`src/hdl/bfau_pkg.sv`:
```
`default_nettype none
// ----------------------------------------------------------------------------
// bfau_pkg - shared types and constants of the GF(2^m) arithmetic unit
// Action codes, register indexes, sequencer states and fixed field widths.
// ----------------------------------------------------------------------------
package bfau_pkg;

  // Port field widths
  localparam int FIELD_W    = 16;
  localparam int DEGREE_W   = 5;
  localparam int POLY_W     = 17;
  localparam int CFG_DATA_W = 17;
  localparam int CFG_IDX_W  = 1;

  // Default of the largest supported degree
  localparam int DEFAULT_MAX_DEGREE = 16;

  // Multiplier bits consumed per cycle
  localparam int DIGIT_BITS = 4;

  // Register reset values
  localparam logic [DEGREE_W-1:0] DEGREE_RESET = 5'd8;
  localparam logic [POLY_W-1:0]   POLY_RESET   = 17'd283;

  typedef enum logic [1:0] {
    ACT_ADD = 2'd0,
    ACT_MUL = 2'd1,
    ACT_DIV = 2'd2,
    ACT_POW = 2'd3
  } act_t;

  typedef enum logic [CFG_IDX_W-1:0] {
    CFG_DEGREE = 1'b0,
    CFG_POLY   = 1'b1
  } cfg_idx_t;

  typedef enum logic [1:0] {
    ST_IDLE,
    ST_STEP,
    ST_MUL
  } state_t;

  // Destination of the multiplication in flight
  typedef enum logic [1:0] {
    PH_ACC,
    PH_SQR,
    PH_FIN
  } phase_t;

endpackage : bfau_pkg
`default_nettype wire

```
`src/hdl/binary_field_arithmetic_unit.sv`:
```
`default_nettype none
// ----------------------------------------------------------------------------
// binary_field_arithmetic_unit - GF(2^m) polynomial basis arithmetic
// Add, multiply, divide and power over a configurable binary field, all
// products computed on one shared digit-serial multiplier.
// ----------------------------------------------------------------------------
//
//  Channel  | Ports                                      | Handshake
//  ---------+--------------------------------------------+---------------------
//  input    | in_action, in_operand_a, in_operand_b      | start & !busy
//  result   | out_field_result, out_divide_by_zero       | out_strobe, 1 cycle
//  config   | cfg_index, cfg_wdata                       | cfg_we, no wait
//
//  Sequence: a field multiplication runs on the shared multiplier (up to 4
//  reduction steps per cycle). Add and divide by zero answer in the cycle
//  after start. Multiply runs one pass of the multiplier. Power runs
//  square-and-multiply: per exponent bit a sequencer step plus a square
//  (none after the top bit), one more sequencer step plus a multiply for
//  each set bit, and a closing sequencer step; divide is a power by
//  2^m-2 whose closing step starts one final multiply.
//  Reset: synchronous, active low; restores degree 8 and polynomial 0x11B.
//  Stalls: busy is high while a transaction is in progress; the receiver
//  cannot stall, so every result is shown for exactly one cycle.
// ----------------------------------------------------------------------------
module binary_field_arithmetic_unit #(
  parameter int MAX_DEGREE = bfau_pkg::DEFAULT_MAX_DEGREE
) (
  input  wire                             clk,
  input  wire                             rst_n,
  // input transaction
  input  wire                             start,
  output logic                            busy,
  input  wire  [1:0]                      in_action,
  input  wire  [bfau_pkg::FIELD_W-1:0]    in_operand_a,
  input  wire  [bfau_pkg::FIELD_W-1:0]    in_operand_b,
  // result transaction
  output logic                            out_strobe,
  output logic [bfau_pkg::FIELD_W-1:0]    out_field_result,
  output logic                            out_divide_by_zero,
  // configuration writes
  input  wire                             cfg_we,
  input  wire  [bfau_pkg::CFG_IDX_W-1:0]  cfg_index,
  input  wire  [bfau_pkg::CFG_DATA_W-1:0] cfg_wdata
);

  // Element and counter widths follow the largest degree
  localparam int EW    = MAX_DEGREE;
  localparam int MW    = $clog2(MAX_DEGREE + 1);
  localparam int IW    = $clog2(MAX_DEGREE);
  localparam int CW    = $clog2(MAX_DEGREE + bfau_pkg::DIGIT_BITS + 1);
  localparam int EXP_W = (MAX_DEGREE > bfau_pkg::FIELD_W) ? MAX_DEGREE : bfau_pkg::FIELD_W;
  localparam logic [5:0] MAX_DEG6 = 6'(MAX_DEGREE);

  // --------------------------------------------------------------------------
  // Registers
  // --------------------------------------------------------------------------
  bfau_pkg::state_t              state_r, state_nxt;
  bfau_pkg::phase_t              phase_r, phase_nxt;
  bfau_pkg::act_t                op_r, op_nxt;
  logic [bfau_pkg::DEGREE_W-1:0] fdeg_r, fdeg_nxt;
  logic [bfau_pkg::POLY_W-1:0]   poly_r, poly_nxt;
  logic [EW-1:0]                 acc_r, acc_nxt;
  logic [EW-1:0]                 base_r, base_nxt;
  logic [EW-1:0]                 opa_r, opa_nxt;
  logic [EXP_W-1:0]              exp_r, exp_nxt;
  logic [EW-1:0]                 mx_r, mx_nxt;
  logic [EW-1:0]                 my_r, my_nxt;
  logic [EW-1:0]                 pr_r, pr_nxt;
  logic [CW-1:0]                 cnt_r, cnt_nxt;
  logic                          out_strobe_r, out_strobe_nxt;
  logic [bfau_pkg::FIELD_W-1:0]  res_r, res_nxt;
  logic                          dz_r, dz_nxt;

  // --------------------------------------------------------------------------
  // Field description derived from the configuration
  // --------------------------------------------------------------------------
  logic [MW-1:0] eff_m;
  logic [IW-1:0] top_idx;
  logic [EW-1:0] mask;
  logic [EW-1:0] low_poly;
  logic [MW-1:0] align_sh;
  logic [EW-1:0] op_a;
  logic [EW-1:0] op_b;

  always_comb begin
    // clamp the degree into 1..MAX_DEGREE
    if ({1'b0, fdeg_r} > MAX_DEG6) begin
      eff_m = MW'(MAX_DEGREE);
    end else if (fdeg_r == '0) begin
      eff_m = MW'(1);
    end else begin
      eff_m = MW'(fdeg_r);
    end
  end

  assign top_idx  = IW'(eff_m - MW'(1));
  assign mask     = ~({EW{1'b1}} << eff_m);
  assign low_poly = EW'(poly_r) & mask;
  assign align_sh = MW'(MAX_DEGREE) - eff_m;
  assign op_a     = EW'(in_operand_a) & mask;
  assign op_b     = EW'(in_operand_b) & mask;

  // --------------------------------------------------------------------------
  // Shared multiplier: up to DIGIT_BITS shift-and-reduce steps per cycle, taking
  // multiplier bits from the top of the left-aligned operand
  // --------------------------------------------------------------------------
  logic [EW-1:0] mul_prod;
  logic [EW-1:0] my_shift;
  logic          mul_last;

  always_comb begin
    logic [EW-1:0] prod;
    logic [EW-1:0] yb;
    logic          fb;
    prod = pr_r;
    yb   = my_r;
    fb   = 1'b0;
    for (int j = 0; j < bfau_pkg::DIGIT_BITS; j++) begin
      if (CW'(j) < cnt_r) begin
        fb   = prod[top_idx];
        prod = ((prod << 1) & mask) ^ (fb ? low_poly : '0);
        if (yb[EW-1]) begin
          prod = prod ^ mx_r;
        end
        yb = yb << 1;
      end
    end
    mul_prod = prod;
    my_shift = yb;
  end

  assign mul_last = (cnt_r <= CW'(bfau_pkg::DIGIT_BITS));

  // --------------------------------------------------------------------------
  // Sequencer and datapath next state
  // --------------------------------------------------------------------------
  logic          mul_go;
  logic [EW-1:0] mul_x;
  logic [EW-1:0] mul_y;
  logic          fin_go;
  logic [EW-1:0] fin_val;

  always_comb begin
    state_nxt      = state_r;
    phase_nxt      = phase_r;
    op_nxt         = op_r;
    fdeg_nxt       = fdeg_r;
    poly_nxt       = poly_r;
    acc_nxt        = acc_r;
    base_nxt       = base_r;
    opa_nxt        = opa_r;
    exp_nxt        = exp_r;
    mx_nxt         = mx_r;
    my_nxt         = my_r;
    pr_nxt         = pr_r;
    cnt_nxt        = cnt_r;
    out_strobe_nxt = 1'b0;
    res_nxt        = res_r;
    dz_nxt         = dz_r;
    mul_go         = 1'b0;
    mul_x          = '0;
    mul_y          = '0;
    fin_go         = 1'b0;
    fin_val        = '0;

    // configuration writes are to arrive only while idle; the user must ensure it, the block has no check for it
    if (cfg_we) begin
      case (bfau_pkg::cfg_idx_t'(cfg_index))
        bfau_pkg::CFG_DEGREE: fdeg_nxt = cfg_wdata[bfau_pkg::DEGREE_W-1:0];
        bfau_pkg::CFG_POLY:   poly_nxt = cfg_wdata[bfau_pkg::POLY_W-1:0];
        default:              fdeg_nxt = fdeg_r;
      endcase
    end

    case (state_r)
      bfau_pkg::ST_IDLE: begin
        if (start) begin
          op_nxt = bfau_pkg::act_t'(in_action);
          case (bfau_pkg::act_t'(in_action))
            bfau_pkg::ACT_ADD: begin
              fin_go  = 1'b1;
              fin_val = op_a ^ op_b;
            end
            bfau_pkg::ACT_MUL: begin
              phase_nxt = bfau_pkg::PH_FIN;
              mul_go    = 1'b1;
              mul_x     = op_a;
              mul_y     = op_b;
            end
            bfau_pkg::ACT_DIV: begin
              if (op_b == '0) begin
                res_nxt        = '0;
                dz_nxt         = 1'b1;
                out_strobe_nxt = 1'b1;
              end else begin
                // inverse as b^(2^m-2): the mask with its low bit dropped
                opa_nxt   = op_a;
                acc_nxt   = EW'(1);
                base_nxt  = op_b;
                exp_nxt   = EXP_W'(mask) & ~EXP_W'(1);
                state_nxt = bfau_pkg::ST_STEP;
              end
            end
            bfau_pkg::ACT_POW: begin
              acc_nxt   = EW'(1);
              base_nxt  = op_a;
              exp_nxt   = EXP_W'(in_operand_b);
              state_nxt = bfau_pkg::ST_STEP;
            end
            default: state_nxt = bfau_pkg::ST_IDLE;
          endcase
        end
      end

      bfau_pkg::ST_STEP: begin
        if (exp_r == '0) begin
          if (op_r == bfau_pkg::ACT_DIV) begin
            phase_nxt = bfau_pkg::PH_FIN;
            mul_go    = 1'b1;
            mul_x     = opa_r;
            mul_y     = acc_r;
          end else begin
            fin_go  = 1'b1;
            fin_val = acc_r;
          end
        end else if (exp_r[0]) begin
          // fold the base in, then come back to square
          phase_nxt = bfau_pkg::PH_ACC;
          mul_go    = 1'b1;
          mul_x     = acc_r;
          mul_y     = base_r;
          exp_nxt   = {exp_r[EXP_W-1:1], 1'b0};
        end else begin
          exp_nxt = exp_r >> 1;
          // skip the square when no exponent bit is left to use it
          if (exp_r[EXP_W-1:1] != '0) begin
            phase_nxt = bfau_pkg::PH_SQR;
            mul_go    = 1'b1;
            mul_x     = base_r;
            mul_y     = base_r;
          end
        end
      end

      bfau_pkg::ST_MUL: begin
        pr_nxt  = mul_prod;
        my_nxt  = my_shift;
        cnt_nxt = mul_last ? '0 : cnt_r - CW'(bfau_pkg::DIGIT_BITS);
        if (mul_last) begin
          case (phase_r)
            bfau_pkg::PH_ACC: begin
              acc_nxt   = mul_prod;
              state_nxt = bfau_pkg::ST_STEP;
            end
            bfau_pkg::PH_SQR: begin
              base_nxt  = mul_prod;
              state_nxt = bfau_pkg::ST_STEP;
            end
            bfau_pkg::PH_FIN: begin
              fin_go  = 1'b1;
              fin_val = mul_prod;
            end
            default: state_nxt = bfau_pkg::ST_IDLE;
          endcase
        end
      end

      default: state_nxt = bfau_pkg::ST_IDLE;
    endcase

    // load the shared multiplier
    if (mul_go) begin
      mx_nxt    = mul_x;
      my_nxt    = mul_y << align_sh;
      pr_nxt    = '0;
      cnt_nxt   = CW'(eff_m);
      state_nxt = bfau_pkg::ST_MUL;
    end

    // present the result for one cycle and drop back to idle
    if (fin_go) begin
      res_nxt        = bfau_pkg::FIELD_W'(fin_val & mask);
      dz_nxt         = 1'b0;
      out_strobe_nxt = 1'b1;
      state_nxt      = bfau_pkg::ST_IDLE;
    end
  end

  // --------------------------------------------------------------------------
  // State register
  // --------------------------------------------------------------------------
  always_ff @(posedge clk) begin
    if (!rst_n) begin
      state_r      <= bfau_pkg::ST_IDLE;
      out_strobe_r <= 1'b0;
      fdeg_r       <= bfau_pkg::DEGREE_RESET;
      poly_r       <= bfau_pkg::POLY_RESET;
    end else begin
      state_r      <= state_nxt;
      out_strobe_r <= out_strobe_nxt;
      fdeg_r       <= fdeg_nxt;
      poly_r       <= poly_nxt;
    end
  end

  // Datapath registers, no reset needed
  always_ff @(posedge clk) begin
    phase_r <= phase_nxt;
    op_r    <= op_nxt;
    acc_r   <= acc_nxt;
    base_r  <= base_nxt;
    opa_r   <= opa_nxt;
    exp_r   <= exp_nxt;
    mx_r    <= mx_nxt;
    my_r    <= my_nxt;
    pr_r    <= pr_nxt;
    cnt_r   <= cnt_nxt;
    res_r   <= res_nxt;
    dz_r    <= dz_nxt;
  end

  assign busy               = (state_r != bfau_pkg::ST_IDLE);
  assign out_strobe         = out_strobe_r;
  assign out_field_result   = res_r;
  assign out_divide_by_zero = dz_r;

  // --------------------------------------------------------------------------
  // Assertions
  // --------------------------------------------------------------------------
  a_dz_zero_result: assert property (@(posedge clk) disable iff (!rst_n)
    out_strobe && out_divide_by_zero |-> out_field_result == '0)
    else $error("divide by zero result is not zero");

  a_add_one_cycle: assert property (@(posedge clk) disable iff (!rst_n)
    start && !busy && in_action == bfau_pkg::ACT_ADD |=> out_strobe && !busy)
    else $error("add did not complete in one cycle");

  a_mul_goes_busy: assert property (@(posedge clk) disable iff (!rst_n)
    start && !busy && in_action == bfau_pkg::ACT_MUL |=> busy && !out_strobe)
    else $error("multiply did not enter the sequencer");

  a_mul_count_live: assert property (@(posedge clk) disable iff (!rst_n)
    state_r == bfau_pkg::ST_MUL |-> cnt_r != '0)
    else $error("multiplier running with an empty step count");

  a_strobe_ends_busy: assert property (@(posedge clk) disable iff (!rst_n)
    out_strobe && $past(busy) |-> !busy)
    else $error("result shown while a transaction is still running");

endmodule : binary_field_arithmetic_unit
`default_nettype wire
```
`config.mk`:
```
export PLATFORM = sky130hd
export DESIGN_NAME = binary_field_arithmetic_unit
export DESIGN_NICKNAME = d
export VERILOG_FILES = /design/src/hdl/bfau_pkg.sv /design/src/hdl/binary_field_arithmetic_unit.sv
export SDC_FILE = /design/constraint.sdc
export NUM_CORES = 1
export LEC_CHECK = 0
export BUFFER_PORTS_ARGS = -buffer_cell sky130_fd_sc_hd__buf_2
export CORE_ASPECT_RATIO = 2
export CORE_UTILIZATION = 52
export CTS_CLUSTER_DIAMETER = 30
export DETAILED_ROUTE_END_ITERATION = 7
export GPL_ROUTABILITY_DRIVEN = 0
export PLACE_DENSITY = 0.69
export SLEW_MARGIN = 20
export SYNTH_ARGS = -nofsm -noshare
export SYNTH_HDL_FRONTEND = slang
export SYNTH_SLANG_ARGS = --single-unit
```
`constraint.sdc`:
```
create_clock -name clk -period 21 [get_ports clk]
set_input_delay 2.1 -clock clk [delete_from_list [all_inputs] [get_ports clk]]
set_output_delay 2.1 -clock clk [all_outputs]
set_load 0.005 [all_outputs]
```
==> After elaboration in Yosys (flattened, before gate mapping) <==
Index checks and enable logic that the tools add are counted.
{ "totals": {"ff_bits": 162, "inputBits": 56, "word_cells": 216} }
{ "op_classes": {"addsub": 3, "n_lt_le_gt_ge": 7, "eq_ne": 26, "shifts": 2, "muxes": 107, "n_bitwise": 22, "reduce_logical": 31} }
{ "op_table": {"columns": ["op", "count"], "rows": [
  ["2-to-1 mux 16 bit", 52],
  ["case mux 16 bit (2 select lines)", 8],
  ["XOR 16 bit", 9],
  ["bitwise AND 16 bit", 8],
  ["case mux 16 bit (3 select lines)", 1],
  ["zero test 16 bit", 2],
  ["AND reduction 6 bit", 5],
  ["2-to-1 mux 5 bit", 5],
  ["2-to-1 mux 1 bit", 21],
  ["2-to-1 mux 2 bit", 10],
  ["binary-select mux 1 bit (select 4 bit)", 4],
  ["inverter 16 bit", 1],
  ["nonzero test 2 bit", 8],
  ["<< shifter 16 x 5 -> 16 bit", 1],
  ["<< shifter 16 x 5 -> 16 bit (first input constant)", 1],
  ["!= test 3 bit (second input constant)", 5],
  ["nonzero test 15 bit", 1],
  ["!= test 2 bit (second input constant)", 6],
  ["case mux 2 bit (2 select lines)", 3],
  ["AND reduction 4 bit", 3],
  ["== test 2 bit (second input constant)", 5],
  ["< comparator 1 x 5 -> 1 bit (first input constant)", 2],
  ["< comparator 2 x 5 -> 1 bit (first input constant)", 2],
  ["AND reduction 5 bit", 2],
  ["20 further kinds", 33]
]} }

==> Logic depth before layout (Yosys ltp) <==
Gate-level depths: netlist (run 1).
{ "depth": {"ltp_word": 37, "ltp_mapped": 38} }

==> Worst setup path after synthesis (run 1) <==
No wires, ideal clock.
{ "synth_path": {"path_kind": "register to register", "startpoint": "register fdeg_r[2] in the netlist's numbering", "endpoint": "register res_r, in the netlist out_field_result[10] (data pin)", "setup_time_ns": 0.256, "arrival_time_ns": 7.999, "required_time_ns": 20.744, "path_slack_ns": 12.745, "stages_incl_launch_ff": 34, "synth_period_minus_slack_ns": 8.255, "path_cell_list": "dfxtp_1 nor4_4 a21o_2 inv_2 clkbuf_1 buf_1 buf_1 buf_1 ha_1 clkbuf_1 nor2_1 a221o_1 a32o_1 buf_2 a2111oi_1 nor3_1 nor4_4 buf_6 nor2_1 a211oi_2 a211oi_2 a41oi_1 nand3_1 buf_2 a211oi_1 mux2_2 a221o_1 a221o_1 a311o_1 buf_6 or4_1 o2111ai_1 nor3_1 a41o_1"} }
{ "synth_via": {"elab_chain_len": 37, "word_cells_on_any_way": 50, "classes_between": "add/sub: 1; order compare: 1; shift: 1; mux: 28; bitwise: 18; reduce/logical: 1"} }
{ "synth_lines": {"columns": ["element", "line", "text"], "rows": [
  ["start: declaration", "binary_field_arithmetic_unit.sv:60", "logic [bfau_pkg::DEGREE_W-1:0] fdeg_r, fdeg_nxt;"],
  ["start signal: assignment", "binary_field_arithmetic_unit.sv:296", "fdeg_r <= bfau_pkg::DEGREE_RESET;"],
  ["start signal: assignment", "binary_field_arithmetic_unit.sv:301", "fdeg_r <= fdeg_nxt;"],
  ["parallel branches: the longest is 2 deep, another holds > comparator 5 bit", null, null],
  ["2-to-1 mux 5 bit (*)", "binary_field_arithmetic_unit.sv:87", "if ({1'b0, fdeg_r} > MAX_DEG6) begin"],
  ["subtractor 4 x 1 -> 4 bit or << shifter 16 x 5 -> 16 bit (tied branches)", "binary_field_arithmetic_unit.sv:96, binary_field_arithmetic_unit.sv:97", null],
  ["binary-select mux 1 bit (select 4 bit) or inverter 16 bit (tied branches)", "binary_field_arithmetic_unit.sv:120, binary_field_arithmetic_unit.sv:97", null],
  ["2-to-1 mux 1 bit (not written as such) or bitwise AND 16 bit (tied branches)", "binary_field_arithmetic_unit.sv:120, binary_field_arithmetic_unit.sv:98", null],
  ["2-to-1 mux 16 bit", "binary_field_arithmetic_unit.sv:121", "prod = ((prod << 1) & mask) ^ (fb ? low_poly : '0);"],
  ["XOR 16 bit", "binary_field_arithmetic_unit.sv:121", null],
  ["XOR 16 bit", "binary_field_arithmetic_unit.sv:123", "prod = prod ^ mx_r;"],
  ["[20 not listed]", null, null],
  ["XOR 16 bit", "binary_field_arithmetic_unit.sv:123", null],
  ["2-to-1 mux 16 bit", "binary_field_arithmetic_unit.sv:122", "if (yb[EW-1]) begin"],
  ["2-to-1 mux 16 bit", "binary_field_arithmetic_unit.sv:119", "if (CW'(j) < cnt_r) begin"],
  ["2-to-1 mux 16 bit", "binary_field_arithmetic_unit.sv:250", "case (phase_r)"],
  ["2-to-1 mux 16 bit", "binary_field_arithmetic_unit.sv:249", "if (mul_last) begin"],
  ["case mux 16 bit (3 select lines)", "binary_field_arithmetic_unit.sv:175", "case (state_r)"],
  ["bitwise AND 16 bit (*)", "binary_field_arithmetic_unit.sv:282", "res_nxt = bfau_pkg::FIELD_W'(fin_val & mask);"],
  ["2-to-1 mux 16 bit (*)", "binary_field_arithmetic_unit.sv:281", "if (fin_go) begin"],
  ["end signal: assignment", "binary_field_arithmetic_unit.sv:318", "res_r <= res_nxt;"],
  ["end: declaration", "binary_field_arithmetic_unit.sv:71", "logic [bfau_pkg::FIELD_W-1:0] res_r, res_nxt;"]
]} }
Mark *: on every way between the ends. The select of a mux whose other input is x is not followed.
A chain may end at the register's enable or synchronous reset.

==> Worst setup path after layout (run 1) <==
{ "layout_path": {"startpoint": "register fdeg_r[4] in the netlist's numbering", "endpoint": "register res_r, in the netlist out_field_result[10] (data pin)"} }
The elaborated chain is that of the path after synthesis.

==> results.sh, run 1 <==
export IMPL_synthMuxAreaShare_pct=7.60
export IMPL_fin_ws_ps=9440
export IMPL_final_core_utilization_pct=56.5
export IMPL_cts_hold_buf=0
export IMPL_crit_slowest_cell="a21oi_4"
export IMPL_skew_ps=17.2
export IMPL_worstPathRequired_ps=21330
export IMPL_post_cts_resized=0
export IMPL_layout_cells_non_filler=2338
export IMPL_path_common_cell="buf_4"
export IMPL_async_flop_share_pct=0
export IMPL_relSlewSlack_pct=23.9
export IMPL_leakagePower_nw=6.27
export IMPL_hold_slack_ps=463
export IMPL_status="finished with violations"
export IMPL_grt_max_degree=64
export IMPL_fmax_mhz=86.5
export IMPL_num_fill_cells=2758
export IMPL_period_needed_ps=11560
export IMPL_cp_end_kind="flop"
export IMPL_rsz0062_at_grt="no"
export IMPL_synthXorXnorAreaFrac_pct=6.77
export IMPL_r2r_end="out_field_result[10]"
export IMPL_vias=16600
export IMPL_arrival_ps=11890
export IMPL_drc=3
export IMPL_violations="design-rule violations"
export IMPL_path_clk_slew_ps=70
export IMPL_fin_crit_sh_pct=55.1
export IMPL_ys_warn_count=0
export IMPL_dpl_hpwl_um=44500
export IMPL_wirelength_um=61500
export IMPL_fp_dieH_um=246
export IMPL_antenna_found_initial=0
export IMPL_pre_cts_ws_ps=10100
export IMPL_crit_type="reg2reg"
export IMPL_power_density_nw_per_um2=110
export IMPL_grt_total_usage_pct=40.8
export IMPL_synth_seq_area_share_pct=28.7
export IMPL_syn_nets=2043
export IMPL_setup_viol=0
export IMPL_power_mw=1.83
export IMPL_tightest_slew_ps=1140
export IMPL_slew_viol_final=0
export IMPL_final_area_sq_um=16600
export IMPL_vdd_drop_max_uv=69.0
export IMPL_core_region_area_sq_um=29400
export IMPL_die_w_um=124
export IMPL_cp_max_fo=45
export IMPL_cts_buffers_inserted=17
export IMPL_setup_tns_ps=0
export IMPL_ant_nets=0
export IMPL_cpPeakStageDelay_ps=750
export IMPL_gr_total_overflow=0
export IMPL_start_kind="flop"
export IMPL_avgRoutedWirePerCell_um=26.3
export IMPL_synth_compound_area_share_pct=26.3
export IMPL_synth_area_sq_um=15500
export IMPL_cts_sinks=162
export IMPL_finalHoldViolations=0
export IMPL_synth_seq_cells=162
export IMPL_clk_path_buf_depth=2
export IMPL_hp_class="reg2reg"
export IMPL_vias_per_cell=7.11
export IMPL_drt_pass1_iter_count=8
export IMPL_numPortBuffers=73
export IMPL_diodes=0
export IMPL_syn_instance_count=1979
export IMPL_drive_gt1_share_pct=12.0
export IMPL_cp_endpoint="out_field_result[10]"
export IMPL_grt_pass1_vias=15800
export IMPL_synth_simple_area_share_pct=24.5
export IMPL_final_common_cell="nand2_1"
export IMPL_synth_fa_ha_area_share_pct=0.646
export IMPL_clk_latency_ps=480
export IMPL_area_growth_pct=7.26
export IMPL_final_nets=2025
export IMPL_cts_tree="done"
export IMPL_reg2reg_slack_ps=9440
export IMPL_synth_ff_type="edfxtp_1"
export IMPL_clk_root_buffer_cell="clkbuf_16"
export IMPL_die_area_sq_um=30500
export IMPL_synth_edf_count=121
export IMPL_first_iter_violations=1991
export IMPL_layout_common_cells="nand2_1 (295), nor2_1 (160), a21oi_1 (137)"
export IMPL_r2r_start="fdeg_r[4]"
export IMPL_postPlaceCellArea_sq_um=16000
export IMPL_dp_cells=2306
export IMPL_cts_setup_buffers=0
export IMPL_synth_area_per_cell_sq_um=7.83
export IMPL_num_rows=89
export IMPL_drv_cap=0
export IMPL_synth_top_family_by_area="compound AO/OA/AOI/OAI gates"
export IMPL_r2r_cells=29
export IMPL_ys_types=99
export IMPL_io_pins=75
export IMPL_h_tree_depth=4
export IMPL_crit_start="fdeg_r[4]"
export IMPL_grt_pass1_wl_um=91100
export IMPL_start_util_pct=52.7
[logic make-up (layout without fill, tap and decap cells)]
family                     Yosys count  after routing
and+or+nand+nor                    793            793
AOI/OAI and AO/OA                  589            589
buffers and inverters              201            196
DFF                                162            162
xor gates and xnor gates           118            118
muxes                              108            108
adders and majority gates            8              8
[cell usage after synthesis, types with 9 or more instances]
master / number / area (sq um)
nand2_1: 295 / 1110
nor2_1: 161 / 604
a21oi_1: 138 / 691
edfxtp_1: 121 / 3630
clkbuf_1: 119 / 447
o21ai_0: 99 / 495
mux2i_1: 85 / 851
xnor2_1: 67 / 587
nand3_1: 61 / 305
xor2_1: 50 / 438
nor3_1: 49 / 245
dfxtp_1: 41 / 821
a211oi_1: 39 / 293
inv_1: 39 / 146
and2_1: 36 / 225
nand4_1: 30 / 188
and3_1: 29 / 181
a31oi_1: 25 / 156
o22ai_1: 22 / 138
o31ai_1: 22 / 165
or3_1: 21 / 131
nand2b_1: 20 / 125
nor4_1: 20 / 125
a21o_1: 19 / 143
a22oi_1: 18 / 135
buf_2: 18 / 90.1
nand3b_1: 18 / 135
o211ai_1: 18 / 135
a21boi_0: 17 / 128
mux2_2: 16 / 180
nor2b_1: 16 / 100
o21ai_1: 16 / 80.1
a221o_1: 12 / 120
buf_1: 12 / 45.0
o32ai_1: 11 / 96.3
a211oi_2: 9 / 113
o22a_1: 9 / 78.8
[flip-flops by register name (all words and copies together), names as in the netlist]
name and flops:
acc_r 16, base_r 16, exp_r 16, mx_r 16, my_r 16, opa_r 16
out_field_result 16, poly_r 16, pr_r 16, cnt_r 5, fdeg_r 5, op_r 2
phase_r 2, state_r 2, out_divide_by_zero 1, out_strobe 1
[power by group]
part / switching (mW) / internal, mW
registers: 0.0674 / 0.405
logic: 0.662 / 0.372
clock network: 0.165 / 0.160
[layout make-up]
cell class | instances | area, sq um | area share (%)
flip-flops and latches | 162 | 4450 | 26.8
clock inverters | 15 | 150 | 0.903
multi-input cells | 1616 | 10200 | 61.6
well taps | 364 | 455 | 2.74
repair buffers | 123 | 741 | 4.46
inverters | 41 | 154 | 0.926
clock buffers | 17 | 425 | 2.56
[how the worst min path moves through the flow]
stage / from / end / slack [ps] / depth (start not counted)
floorplan: pr_r[15] / pr_r[15] / 440 / 2
global placement: out_divide_by_zero / out_divide_by_zero / 450 / 2
detailed placement: out_divide_by_zero / out_divide_by_zero / 460 / 2
CTS: out_divide_by_zero / out_divide_by_zero / 470 / 2
global route: out_divide_by_zero / out_divide_by_zero / 500 / 2
finish: out_divide_by_zero / out_divide_by_zero / 460 / 2
[routing by layer]
metal / track usage, % / wire length, um / vias up
met5: 0 / 0 / -
met4: 39.0 / 6680 / 0
met3: 10.2 / 6540 / 405
met2: 62.7 / 27900 / 1204
met1: 44.7 / 20400 / 7704
li1: - / - / 7313
[worst max-delay path, delay by kind of cell (launching register included)]
kind	cells	cell delay (ps)
AO/OA/AOI/OAI	17	6850
AND/OR/NAND/NOR	5	2050
buffers and inverters	5	1380
adder cells (fa/ha/maj)	1	460
multiplexers	1	310
flip-flops	1	300
Note: power is estimated with default switching activity, not from simulation.
==> run 2, diff against run 1 <==
- PLACE_DENSITY: 0.69 -> 0.72
- clock period: 21 -> 10.15 ns (I/O delays scaled with it)
==> results.sh, run 2 (same netlist as run 1, synthesis figures left out) <==
export IMPL_cts_sinks=162
export IMPL_clkPwrFrac_pct=17.4
export IMPL_vias_per_cell=7.17
export IMPL_h_tree_depth=4
export IMPL_numPortBuffers=73
export IMPL_grt_max_degree=58
export IMPL_p_int_mw=1.99
export IMPL_vias=16900
export IMPL_drive_gt1_share_pct=12.9
export IMPL_io_pins=75
export IMPL_cts_buffers_inserted=17
export IMPL_leakagePower_nw=6.37
export IMPL_fmax_mhz=103
export IMPL_r2r_end="out_field_result[10]"
export IMPL_hp_class="reg2reg"
export IMPL_crit_family="compound AO/OA/AOI/OAI gates"
export IMPL_first_iter_violations=2397
export IMPL_netSwitchingPower_mw=1.87
export IMPL_hold_path_depth=2
export IMPL_cp_max_fo=19
export IMPL_cp_end_kind="flop"
export IMPL_fin_crit_sh_pct=95.6
export IMPL_grt_pass1_vias=16000
export IMPL_status="finished with violations"
export IMPL_switching_share_pct=48.4
export IMPL_fp_dieH_um=246
export IMPL_drc=1
export IMPL_r2r_cells=27
export IMPL_grt_pass1_wl_um=92000
export IMPL_clk_latency_ps=480
export IMPL_avgRoutedWirePerCell_um=26.4
export IMPL_dpl_hpwl_um=45200
export IMPL_area_growth_pct=8.34
export IMPL_wirelength_um=62100
export IMPL_r2r_start="fdeg_r[4]"
export IMPL_crit_slowest_cell="nor4_4"
export IMPL_die_area_sq_um=30500
export IMPL_vdd_drop_max_uv=162
export IMPL_worst_path_buf_inv=6
export IMPL_combPwrFrac_pct=57.1
export IMPL_holdPathEnd="out_divide_by_zero"
export IMPL_antenna_found_initial=1
export IMPL_num_rows=89
export IMPL_start_kind="flop"
export IMPL_finalHoldViolations=0
export IMPL_arrival_ps=10040
export IMPL_grt_total_usage_pct=41.1
export IMPL_relSlewSlack_pct=20.2
export IMPL_die_w_um=124
export IMPL_drv_cap=0
export IMPL_reg2reg_slack_ps=440
export IMPL_core_region_area_sq_um=29400
export IMPL_cpPeakStageDelay_ps=640
export IMPL_clk_root_buffer_cell="clkbuf_16"
export IMPL_final_common_cell="nand2_1"
export IMPL_crit_type="reg2reg"
export IMPL_ant_nets=0
export IMPL_worstPathRequired_ps=10480
export IMPL_setup_tns_ps=0
export IMPL_slew_viol_final=0
export IMPL_path_common_cell="buf_4"
export IMPL_cts_tree="done"
export IMPL_seq_power_share_pct=25.4
export IMPL_violations="design-rule violations"
export IMPL_tightest_slew_ps=1200
export IMPL_rsz0062_at_grt="no"
export IMPL_layout_common_cells="nand2_1 (294), nor2_1 (160), a21oi_1 (137)"
export IMPL_setup_viol=0
export IMPL_clk_path_buf_depth=2
export IMPL_fin_ws_ps=443
export IMPL_start_util_pct=52.7
export IMPL_pre_cts_ws_ps=822
export IMPL_period_needed_ps=9710
export IMPL_drt_pass1_iter_count=8
export IMPL_diodes=0
export IMPL_skew_ps=18.5
export IMPL_power_density_nw_per_um2=230
export IMPL_final_core_utilization_pct=57.1
export IMPL_hp_start="out_divide_by_zero"
export IMPL_gr_total_overflow=0
export IMPL_final_nets=2042
export IMPL_path_clk_slew_ps=70
## run 2: changes by cell type in the layout (fill, tap and decap cells not counted), sizes merged
cell and delta:
clkinv +6, buf +17, inv -6
## run 2: power by group through the flow
stage,clock (mW),combinational (mW),sequential [mW]
final,0.672,2.20,0.980
after global routing,0.689,2.34,0.983
after CTS,0.671,2.10,0.968
after detailed placement,0,2.09,0.982
after global placement,0,2.03,0.978
after floorplan,0,1.59,0.914
## run 2: per-layer routing
metal | global-route usage [%] | wire [um] | vias to the layer above
met5 | 0 | 13 | -
met4 | 37.4 | 6800 | 2
met3 | 8.89 | 6850 | 437
met2 | 65.5 | 28800 | 1293
met1 | 44.5 | 19600 | 7790
li1 | - | - | 7364
## run 2: final cells by class
cell class                 instances  area (sq um)
multi-input combinational       1616         10300
sequential                       162          4450
tap                              364           455
clock buffer                      17           425
timing repair buffer             140           868
fill                            2748         12600
inverter                          41           154
clock inverter                    15           183
## run 2: tightest hold or removal path, stage by stage (launching register included)
cell and delay, ps:
dfxtp_1 310, inv_1 40, a21boi_0 70
## run 2: worst max path at each step
stage               from                   end  slack [ps]  cells after the start
3_5_place_dp   fdeg_r[4]  out_field_result[10]         820                     28
5_1_grt        fdeg_r[4]  out_field_result[10]         110                     25
4_1_cts        fdeg_r[4]  out_field_result[10]         790                     28
3_3_place_gp   fdeg_r[4]  out_field_result[10]         970                     28
6_report       fdeg_r[4]  out_field_result[10]         440                     27
2_1_floorplan  fdeg_r[2]  out_field_result[10]        1900                     33
## run 2: what timing repair did
item,in CTS,in global routing
hold buffers,0,0
endpoints found under the setup margin,0,17
gates resized for setup,0,3
setup buffers,0,3
## run 2: metrics by stage
step | power [mW] | area (sq um) | instances | hold slack (ps)
floorplan | 2.51 | 15500 | 1979 | 436
global placement | 3.01 | 16100 | 2320 | 452
detailed placement | 3.07 | 16100 | 2320 | 456
CTS | 3.74 | 16700 | 2352 | 468
global route | 4.01 | 16800 | 2355 | 523
finish | 3.85 | 16800 | 2355 | 470
